`config.mk`:
```
export PLATFORM = sky130hd
export DESIGN_NAME = planar_code_stream_parser_top
export DESIGN_NICKNAME = d
export VERILOG_FILES = /design/src/hdl/pcsp_pkg.sv /design/src/hdl/planar_code_stream_parser_top.sv /design/src/hdl/pcsp_front.sv /design/src/hdl/pcsp_back.sv
export SDC_FILE = /design/constraint.sdc
export NUM_CORES = 1
export LEC_CHECK = 0
export ABC_AREA = 1
export ABC_CLOCK_PERIOD_IN_PS = 4350
export BUFFER_PORTS_ARGS = -buffer_cell sky130_fd_sc_hd__buf_2
export CAP_MARGIN = 20
export CORE_MARGIN = 2
export CORE_UTILIZATION = 25
export CTS_CLUSTER_SIZE = 25
export DETAILED_ROUTE_END_ITERATION = 10
export PLACE_DENSITY = 0.5
export SYNTH_ARGS = -nofsm -noshare
export SYNTH_HDL_FRONTEND = slang
export SYNTH_SLANG_ARGS = --single-unit
export TNS_END_PERCENT = 5
```
`constraint.sdc`:
```
create_clock -name clk -period 4.35 [get_ports clk]
set_input_delay 0.2175 -clock clk [delete_from_list [all_inputs] [get_ports clk]]
set_output_delay 0.2175 -clock clk [all_outputs]
set_load 0.005 [all_outputs]
```
`src/hdl/pcsp_pkg.sv`:
```
// Shared types and constants for the planar code stream parser.
// Depends on nothing; used by every module of the block.
package pcsp_pkg;

    localparam logic [7:0] HEADER_RESET = 8'd15;

    typedef enum logic [2:0] {
        PH_COUNT,
        PH_WCOUNT_LO,
        PH_WCOUNT_HI,
        PH_LIST_LO,
        PH_LIST_HI
    } phase_t;

    typedef enum logic [1:0] {
        KIND_NEIGHBOUR = 2'd0,
        KIND_LIST_END  = 2'd1,
        KIND_START     = 2'd2,
        KIND_TRUNC     = 2'd3
    } kind_t;

    typedef struct packed {
        logic       eod;
        logic [7:0] data;
    } token_t;

    typedef struct packed {
        kind_t       kind;
        logic [15:0] vertex_index;
        logic [15:0] item_value;
        logic        wide;
        logic        last;
    } result_t;

endpackage

```
`src/hdl/planar_code_stream_parser_top.sv`:
```
// Top level of the planar code stream parser: front end, token queue, back end.
// Path: a byte goes to the token queue, then its result word, if any, to the output queue.
// Throughput: one byte per cycle while full is low; each side holds a two-word queue.
// Reset: asynchronous, active low; header length 15, parser waits in the header.
// Depends on pcsp_pkg, pcsp_front and pcsp_back.
module planar_code_stream_parser_top (
    input  logic        clk,
    input  logic        rst_n,
    input  logic        cfg_we,
    input  logic [7:0]  cfg_data,
    input  logic        push,
    output logic        full,
    input  logic [7:0]  data_byte,
    input  logic        end_of_data,
    output logic        empty,
    input  logic        pop,
    output logic [1:0]  kind,
    output logic [15:0] vertex_index,
    output logic [15:0] item_value,
    output logic        wide_numbers,
    output logic        graph_last
);

    logic              tok_valid, tok_take;
    pcsp_pkg::token_t  tok;
    pcsp_pkg::result_t res;

    pcsp_front u_front (
        .clk         (clk),
        .rst_n       (rst_n),
        .cfg_we      (cfg_we),
        .cfg_data    (cfg_data),
        .push        (push),
        .full        (full),
        .data_byte   (data_byte),
        .end_of_data (end_of_data),
        .tok_valid   (tok_valid),
        .tok         (tok),
        .tok_take    (tok_take)
    );

    pcsp_back u_back (
        .clk       (clk),
        .rst_n     (rst_n),
        .tok_valid (tok_valid),
        .tok       (tok),
        .tok_take  (tok_take),
        .empty     (empty),
        .pop       (pop),
        .res       (res)
    );

    assign kind         = res.kind;
    assign vertex_index = res.vertex_index;
    assign item_value   = res.item_value;
    assign wide_numbers = res.wide;
    assign graph_last   = res.last;

endmodule

```
`src/hdl/pcsp_front.sv`:
```
// Front end: accepts stream bytes, skips the header once, queues tokens.
// Depends on pcsp_pkg.
module pcsp_front (
    input  logic              clk,
    input  logic              rst_n,
    input  logic              cfg_we,
    input  logic [7:0]        cfg_data,
    input  logic              push,
    output logic              full,
    input  logic [7:0]        data_byte,
    input  logic              end_of_data,
    output logic              tok_valid,
    output pcsp_pkg::token_t  tok,
    input  logic              tok_take
);

    logic             header_active_reg, header_active_next;
    logic [7:0]       header_left_reg, header_left_next;
    pcsp_pkg::token_t q_reg [2];
    logic             wr_ptr_reg, rd_ptr_reg;
    logic [1:0]       count_reg, count_next;
    logic             in_fire, fwd;

    assign full      = (count_reg == 2'd2);
    assign in_fire   = push & ~full;
    assign tok_valid = (count_reg != 2'd0);
    assign tok       = q_reg[rd_ptr_reg];

    always_comb
    begin
        header_active_next = header_active_reg;
        header_left_next   = header_left_reg;
        fwd                = 1'b0;
        if (cfg_we && header_active_reg)
        begin
            header_left_next = cfg_data;
        end
        if (in_fire)
        begin
            if (!header_active_reg)
            begin
                fwd = 1'b1;
            end
            else if (!end_of_data)
            begin
                if (header_left_reg != 8'd0)
                begin
                    header_left_next = header_left_reg - 8'd1;
                end
                else
                begin
                    header_active_next = 1'b0;
                    fwd                = 1'b1;
                end
            end
        end
        count_next = count_reg + {1'b0, fwd} - {1'b0, tok_take};
    end

    always_ff @(posedge clk or negedge rst_n)
    begin
        if (!rst_n)
        begin
            header_active_reg <= 1'b1;
            header_left_reg   <= pcsp_pkg::HEADER_RESET;
            wr_ptr_reg        <= 1'b0;
            rd_ptr_reg        <= 1'b0;
            count_reg         <= 2'd0;
        end
        else
        begin
            header_active_reg <= header_active_next;
            header_left_reg   <= header_left_next;
            count_reg         <= count_next;
            if (fwd)
            begin
                wr_ptr_reg <= ~wr_ptr_reg;
            end
            if (tok_take)
            begin
                rd_ptr_reg <= ~rd_ptr_reg;
            end
        end
    end

    always_ff @(posedge clk)
    begin
        if (fwd)
        begin
            q_reg[wr_ptr_reg] <= '{eod: end_of_data, data: data_byte};
        end
    end

endmodule

```
`src/hdl/pcsp_back.sv`:
```
// Back end: graph parser state machine and result word queue.
// Depends on pcsp_pkg; fed by pcsp_front.
module pcsp_back (
    input  logic              clk,
    input  logic              rst_n,
    input  logic              tok_valid,
    input  pcsp_pkg::token_t  tok,
    output logic              tok_take,
    output logic              empty,
    input  logic              pop,
    output pcsp_pkg::result_t res
);

    pcsp_pkg::phase_t  phase_reg, phase_next;
    logic              wide_reg, wide_next;
    logic [7:0]        hold_reg, hold_next;
    logic [15:0]       total_reg, total_next;
    logic [15:0]       cur_reg, cur_next;
    pcsp_pkg::result_t q_reg [2];
    logic              wr_ptr_reg, rd_ptr_reg;
    logic [1:0]        count_reg;
    logic              emit, out_pop;
    pcsp_pkg::result_t emit_res;
    logic [15:0]       number;
    logic [15:0]       wcount;
    logic              list_sel;
    logic              list_last;

    assign tok_take  = tok_valid & (count_reg != 2'd2);
    assign empty     = (count_reg == 2'd0);
    assign out_pop   = pop & ~empty;
    assign res       = q_reg[rd_ptr_reg];
    assign wcount    = {tok.data, hold_reg};
    assign number    = (phase_reg == pcsp_pkg::PH_LIST_HI) ? wcount : {8'd0, tok.data};
    assign list_sel  = (phase_reg == pcsp_pkg::PH_LIST_HI)
                    || ((phase_reg == pcsp_pkg::PH_LIST_LO) && !wide_reg);
    assign list_last = ({1'b0, cur_reg} + 17'd1) == {1'b0, total_reg};

    // next phase
    always_comb
    begin
        phase_next = phase_reg;
        if (tok_take)
        begin
            if (tok.eod)
            begin
                phase_next = pcsp_pkg::PH_COUNT;
            end
            else
            begin
                unique case (phase_reg)
                    pcsp_pkg::PH_COUNT:
                        phase_next = (tok.data == 8'd0) ? pcsp_pkg::PH_WCOUNT_LO
                                                        : pcsp_pkg::PH_LIST_LO;
                    pcsp_pkg::PH_WCOUNT_LO:
                        phase_next = pcsp_pkg::PH_WCOUNT_HI;
                    pcsp_pkg::PH_WCOUNT_HI:
                        phase_next = (wcount == 16'd0) ? pcsp_pkg::PH_COUNT
                                                       : pcsp_pkg::PH_LIST_LO;
                    pcsp_pkg::PH_LIST_LO,
                    pcsp_pkg::PH_LIST_HI:
                    begin
                        if (!list_sel)
                            phase_next = pcsp_pkg::PH_LIST_HI;
                        else if (number == 16'd0 && list_last)
                            phase_next = pcsp_pkg::PH_COUNT;
                        else
                            phase_next = pcsp_pkg::PH_LIST_LO;
                    end
                    default:
                        phase_next = pcsp_pkg::PH_COUNT;
                endcase
            end
        end
    end

    // datapath and result word
    always_comb
    begin
        wide_next  = wide_reg;
        hold_next  = hold_reg;
        total_next = total_reg;
        cur_next   = cur_reg;
        emit       = 1'b0;
        emit_res   = '{kind: pcsp_pkg::KIND_NEIGHBOUR, vertex_index: cur_reg,
                       item_value: 16'd0, wide: wide_reg, last: 1'b0};
        if (tok_take)
        begin
            if (tok.eod)
            begin
                if (phase_reg != pcsp_pkg::PH_COUNT)
                begin
                    emit                = 1'b1;
                    emit_res.kind       = pcsp_pkg::KIND_TRUNC;
                    emit_res.item_value = total_reg;
                    emit_res.last       = 1'b1;
                    wide_next           = 1'b0;
                    total_next          = 16'd0;
                    cur_next            = 16'd0;
                end
            end
            else
            begin
                unique case (phase_reg)
                    pcsp_pkg::PH_COUNT:
                    begin
                        total_next = {8'd0, tok.data};
                        cur_next   = 16'd0;
                        if (tok.data == 8'd0)
                        begin
                            wide_next = 1'b1;
                        end
                        else
                        begin
                            wide_next             = 1'b0;
                            emit                  = 1'b1;
                            emit_res.kind         = pcsp_pkg::KIND_START;
                            emit_res.vertex_index = 16'd0;
                            emit_res.item_value   = {8'd0, tok.data};
                            emit_res.wide         = 1'b0;
                        end
                    end
                    pcsp_pkg::PH_WCOUNT_LO:
                        hold_next = tok.data;
                    pcsp_pkg::PH_WCOUNT_HI:
                    begin
                        total_next = wcount;
                        cur_next   = 16'd0;
                        if (wcount == 16'd0)
                        begin
                            wide_next = 1'b0;
                        end
                        else
                        begin
                            emit                  = 1'b1;
                            emit_res.kind         = pcsp_pkg::KIND_START;
                            emit_res.vertex_index = 16'd0;
                            emit_res.item_value   = wcount;
                        end
                    end
                    pcsp_pkg::PH_LIST_LO,
                    pcsp_pkg::PH_LIST_HI:
                    begin
                        if (!list_sel)
                        begin
                            hold_next = tok.data;
                        end
                        else if (number != 16'd0)
                        begin
                            emit                = 1'b1;
                            emit_res.item_value = number - 16'd1;
                        end
                        else
                        begin
                            emit          = 1'b1;
                            emit_res.kind = pcsp_pkg::KIND_LIST_END;
                            if (list_last)
                            begin
                                emit_res.last = 1'b1;
                                wide_next     = 1'b0;
                                total_next    = 16'd0;
                                cur_next      = 16'd0;
                            end
                            else
                            begin
                                cur_next = cur_reg + 16'd1;
                            end
                        end
                    end
                    default:
                    begin
                        wide_next  = 1'b0;
                        total_next = 16'd0;
                        cur_next   = 16'd0;
                    end
                endcase
            end
        end
    end

    always_ff @(posedge clk or negedge rst_n)
    begin
        if (!rst_n)
        begin
            phase_reg  <= pcsp_pkg::PH_COUNT;
            wide_reg   <= 1'b0;
            hold_reg   <= 8'd0;
            total_reg  <= 16'd0;
            cur_reg    <= 16'd0;
            wr_ptr_reg <= 1'b0;
            rd_ptr_reg <= 1'b0;
            count_reg  <= 2'd0;
        end
        else
        begin
            phase_reg <= phase_next;
            wide_reg  <= wide_next;
            hold_reg  <= hold_next;
            total_reg <= total_next;
            cur_reg   <= cur_next;
            count_reg <= count_reg + {1'b0, emit} - {1'b0, out_pop};
            if (emit)
            begin
                wr_ptr_reg <= ~wr_ptr_reg;
            end
            if (out_pop)
            begin
                rd_ptr_reg <= ~rd_ptr_reg;
            end
        end
    end

    always_ff @(posedge clk)
    begin
        if (emit)
        begin
            q_reg[wr_ptr_reg] <= emit_res;
        end
    end

endmodule

```
## After elaboration in Yosys (flattened, before gate mapping)

Memories as Yosys holds them, arrays and structs flattened.
Index checks and enable logic that the tools add are counted.

- Output and inout port bits: 38
- Memories: 2
- Memory bits (writable): 90
- Logic and storage cells: 140
- Flip-flop bits (word level): 61

Memory list:

| memory | words | width | read ports | clocked after Yosys merged registers in | write ports | line | text |
|---|---|---|---|---|---|---|---|
| u_back.q_reg | 2 | 36 | 1 | 0 | 1 | pcsp_back.sv:19 | `pcsp_pkg::result_t q_reg [2];` |
| u_front.q_reg | 2 | 9 | 1 | 0 | 1 | pcsp_front.sv:19 | `pcsp_pkg::token_t q_reg [2];` |

- $add $sub $neg: 8
- Bitwise gates (word level): 10
- Reduce and logical (&&, ||, !) cells: 20
- Equal/unequal tests: 14
- Multiplexer cells: 73

Operator list:

| kind | number |
|---|---|
| 2-to-1 mux 16 bit | 15 |
| one-hot mux 16 bit (2 select lines) | 2 |
| one-hot mux 16 bit (4 select lines) | 1 |
| 2-to-1 mux 8 bit | 6 |
| one-hot mux 16 bit (3 select lines) | 1 |
| 2-to-1 mux 36 bit | 1 |
| 2-to-1 mux 35 bit | 1 |
| 2-to-1 mux 34 bit | 1 |
| logical NOT 16 bit | 2 |
| 2-to-1 mux 1 bit | 32 |
| adder 16 x 1 -> 17 bit, second input constant | 1 |
| == test 17 x 16 -> 1 bit | 1 |
| adder 16 x 1 -> 16 bit, second input constant | 1 |
| one-hot mux 8 bit (2 select lines) | 1 |
| nonzero test 16 bit | 1 |
| subtractor 16 x 1 -> 16 bit, second input constant | 1 |
| 2-to-1 mux 2 bit | 6 |
| one-hot mux 3 bit (4 select lines) | 1 |
| != test 3 x 2 -> 1 bit, second input constant | 3 |
| logical NOT 8 bit | 1 |
| nonzero test 8 bit | 1 |
| subtractor 8 x 1 -> 8 bit, second input constant | 1 |
| inverter 1 bit | 7 |
| AND reduction 7 bit | 1 |
| other kinds (25) | 36 |

## Depth between registers and ports, before layout

- Word-level depth: 9
- Gate-level depth with buffers: 18
- Depth with buffers taken out: 16

## Modules after synthesis

A second synthesis with hierarchy kept.

- Cells, all modules: 977
- Area, all modules: 8071.5 um^2

By module, submodules not included:

| module | cells each | times used | area an instance (um^2) | sequential area each (um^2) |
|---|---|---|---|---|
| pcsp_back | 819 | 1 | 6516.2 | 3363.2 |
| pcsp_front | 158 | 1 | 1555.2 | 872.1 |

## Least setup slack after synthesis

Ideal clock, no wire load.

- Kind: reg2reg
- Start point: reg u_back.phase_reg[2]
- End point: mem u_back.q_reg[1][0] (netlist name), enable pin
- Stages on the path, launching flop included: 8
- Library setup time: 441 ps
- Path slack: 729 ps
- Data arrival time: 3180 ps
- Cells stage by stage: dfrtp_1 > or2_2 > nor2_1 > clkbuf_1 > nand2_1 > nand2_1 > o21ai_1 > a21oi_1

- Cells in the longest elaborated chain, start to end: 9
- Elaborated cells on any way between the ends: 15
- Those cells by class: eq/ne: 3; mux: 7; reduce/logical: 5

RTL lines:

| element | line | text |
|---|---|---|
| from (decl) | pcsp_back.sv:14 | `pcsp_pkg::phase_t phase_reg, phase_next;` |
| from (signal assigned) | pcsp_back.sv:185 | `phase_reg <= pcsp_pkg::PH_COUNT;` |
| from (signal assigned) | pcsp_back.sv:196 | `phase_reg <= phase_next;` |
| == test 3 x 2 -> 1 bit | pcsp_back.sv:36, pcsp_back.sv:104 |  |
| logical AND 1 bit | pcsp_back.sv:36 | `\|\| ((phase_reg == pcsp_pkg::PH_LIST_LO) && !wide_reg);` |
| logical OR 1 bit | pcsp_back.sv:36 |  |
| 2-to-1 mux 1 bit | pcsp_back.sv:144 | `if (!list_sel)` |
| one-hot mux 1 bit (3 select lines) | pcsp_back.sv:104 | `unique case (phase_reg)` |
| 2-to-1 mux 1 bit (*) | pcsp_back.sv:89 | `if (tok.eod)` |
| 2-to-1 mux 1 bit (*) | pcsp_back.sv:87 | `if (tok_take)` |
| 2-to-1 mux 1 bit (*) | pcsp_back.sv:215 | `if (emit)` |
| 2-to-1 mux 1 bit (implied by the code) (*) | pcsp_back.sv:217 | `q_reg[wr_ptr_reg] <= emit_res;` |
| to (decl) | pcsp_back.sv:19 |  |

Every way passes the cells marked *; elsewhere a longest branch is shown, timed or not.

==> flow_metrics.tcl <==
set metrics [dict create \
    outcome "finished clean" \
    clk-insertion-delay-late_ns 0.43 \
    htree_levels 4 \
    combPwrFrac_pct 42.4 \
    start_util_pct 25.24 \
    synth_top_area_share_pct 33.16 \
    avgSynthCellArea_sq_um 8.489 \
    numPortBuffers 59 \
    period_needed_ns 3.129 \
    ys_warn_count 0 \
    die_y_microns 184.5 \
    vias 6433 \
    slew_violations 0 \
    synth_area_leaders "edfxtp_1 (33%), dfrtp_1 (17%), nand2_1 (15%), inv_1 (4.2%), nor2_1 (3.4%)" \
    drc 0 \
    grt_pass1_vias 6098 \
    clkSinkCount 151 \
    cts_setup_buffers 0 \
    switchingPower_uw 2809 \
    cp.arrival_ns 3.26 \
    yosysTopAreaCell "edfxtp_1" \
    antenna_left 0 \
    clock-skew-final_ns 0.009110 \
    gp_congestion 0.8744 \
    fp.dieArea_sq_um 34060 \
    antenna_found_initial 0 \
    worstPathMaxFanout 18 \
    power_density_nw_per_um2 692.6 \
    routed_via_density 4.341 \
    fin_setup_tns_ns 0 \
    synth_fp_nets 988 \
    synth_seq_cells 151 \
    worstHoldEndpoint "u_front.q_reg[0][8]$_DFFE_PP_" \
    hold_viol 0 \
    peakVddDrop_uv 456.0 \
    critPathLaunch "u_front.rd_ptr_reg$_DFFE_PN0P_" \
    grt_pass1_wl_microns 33840 \
    syn2layout_area_growth_pct 17.73 \
    setup_violations 0 \
    p_seq_share_pct 35.1 \
    total_power_uw 6645 \
    largest_reg_flops 72 \
    hold_path_depth 1 \
    tightestPinTransition_ns 0.9106 \
    synth_edf_count 90 \
    netlist_instances 960 \
    diodes 0 \
    rsz0062_at_grt "false" \
    netlist_area_sq_um 8149 \
    die_width_microns 184.5 \
    clk_path_buf_depth 2 \
    cts_root_buf "clkbuf_16" \
    r2r-end "u_back.q_reg[0][20]$_DFFE_PP_" \
    power.internal_uw 3836 \
    synth_ff_type "edfxtp_1" \
    post-route-period-util_pct 71.94 \
    wirelength_microns 20900 \
    r2r_cells 8 \
    nets 1055 \
    grt.total_usage_pct 12.94 \
    cts_resized 0 \
    clk_pin_slew_ns 0.06 \
    critical_path_class "register to register" \
    max_freq_ghz 0.3195 \
    start_kind "register" \
    overflow 0 \
    synth.most_common_cell "nand2_1" \
    r2r_setup_slack_ns 1.22 \
    cts_tree "done" \
    hold_path_class "primary input to register" \
    grt_max_degree 38 \
    rows 66 \
    end_kind "register" \
    async_flop_share_pct 40.40 \
    stdcell_count 1482 \
    slew_headroom_pct 39.29 \
    drt_first_iter_violations 370 \
    ios 60 \
    drive_gt1_share_pct 17.79 \
    pwr-share-clk_pct 22.5 \
    fp.coreArea_sq_um 32290 \
    wire_per_inst_microns 14.10 \
    required_ns 4.48 \
    dp_hpwl_microns 15230 \
    cap_violations 0 \
    worstReg2RegStart "u_front.rd_ptr_reg$_DFFE_PN0P_" \
    netSwitchingFraction_pct 42.28 \
    p_leak_uw 0.004139 \
    place_inst 1441 \
    synthDistinctLibCells 42 \
    seq_area_frac_synth_pct 51.97 \
    min_from "end_of_data" \
    numCtsBuffers 17 \
    yosys-top-cells-count "nand2_1 (336), inv_1 (91), edfxtp_1 (90), nor2_1 (73), dfrtp_1 (56)" \
    drt-pass1-iter-count 5 \
]
## area by class of cell
class,count,area [sq um]
Clock buffer,17,425.4
Clock inverter,15,166.4
Multi-Input combinational cell,679,3382
Sequential cell,151,4235
Tap cell,442,553.0
Fill cell,3497,22690
Inverter,101,379.1
Timing Repair Buffer,77,452.9
## cell families (layout without fill, tap and decap cells)
kind of cell,Yosys count,count (layout),share of synthesized area [%]
adder cells (fa/ha/maj),6,6,0.9212
flip-flops,151,151,51.97
AND/OR/NAND/NOR,535,535,28.76
XOR/XNOR,21,21,2.426
AO/OA/AOI/OAI,115,115,8.982
multiplexers,2,2,0.2764
buffers and inverters,130,210,6.664
## routing by layer
layer	routed length, microns	GRT usage, %	up-vias
li1	-	-	3271
met1	10590	18.51	2987
met2	9108	19.38	150
met3	821	2.509	25
met4	382	4.544	0
met5	0	0	-
## through the flow
step | utilization (%) | worst slack [ns] | hold slack (ns) | area (sq um)
2_1_floorplan | - | 0.7286 | -0.07809 | 8149
3_3_place_gp | 27.58 | 1.245 | 0.3597 | 8905
3_5_place_dp | 27.60 | 1.208 | 0.3528 | 8912
4_1_cts | 29.71 | 1.201 | 0.0007304 | 9594
5_1_grt | 29.71 | 0.8919 | 0.006267 | 9594
6_report | 29.71 | 1.221 | 0.02169 | 9594
## cell usage in the layout (no fill, tap or decap), types with 9 or more instances in the layout
| master | netlist | final |
|---|---|---|
| nand4_1 | 24 | 24 |
| buf_2 | 5 | 59 |
| o22ai_1 | 11 | 11 |
| inv_1 | 91 | 91 |
| dlygate4sd3_1 | 0 | 9 |
| o21ai_2 | 22 | 22 |
| buf_4 | 5 | 9 |
| clkbuf_16 | 0 | 17 |
| xnor2_1 | 9 | 9 |
| xor2_1 | 11 | 11 |
| nand2_2 | 25 | 25 |
| dfrtp_1 | 56 | 56 |
| nand3_1 | 48 | 48 |
| nand2_1 | 336 | 336 |
| o21ai_0 | 50 | 50 |
| a21oi_1 | 11 | 10 |
| edfxtp_1 | 90 | 90 |
| nor2_1 | 73 | 73 |
## power by group through the flow
stage	logic, uW	clock network [uW]	registers (uW)
2_1_floorplan	2020	0	2300
3_3_place_gp	2820	0	2350
3_5_place_dp	2840	0	2360
4_1_cts	2860	1540	2330
5_1_grt	3180	1610	2390
6_report	2820	1500	2330
## timing repair
action | CTS | global route
hold buffers | 9 | 0
endpoints found under the hold margin | 40 | 0
setup endpoints to repair | 0 | 0
## worst max path at each step
stage / end / slack [ns] / cells past startpoint
floorplan: u_back.q_reg[1][0]$_DFFE_PP_ / 0.73 / 7
global placement: u_back.q_reg[0][32]$_DFFE_PP_ / 1.25 / 11
detailed placement: u_back.q_reg[0][33]$_DFFE_PP_ / 1.21 / 11
CTS: u_back.q_reg[0][16]$_DFFE_PP_ / 1.20 / 11
global route: u_back.q_reg[0][24]$_DFFE_PP_ / 0.89 / 12
finish: u_back.q_reg[0][20]$_DFFE_PP_ / 1.22 / 8
## worst max-delay path: stages, from the launching register on
cell and delay [ns]:
dfrtp_1 0.49, inv_2 0.18, or2_4 0.27, o21ai_4 0.20, inv_2 0.14, nor2_2 0.44, inv_1 0.23, a21oi_2 0.72
nor2_1 0.15
Note: power is estimated with default switching activity, not from simulation.
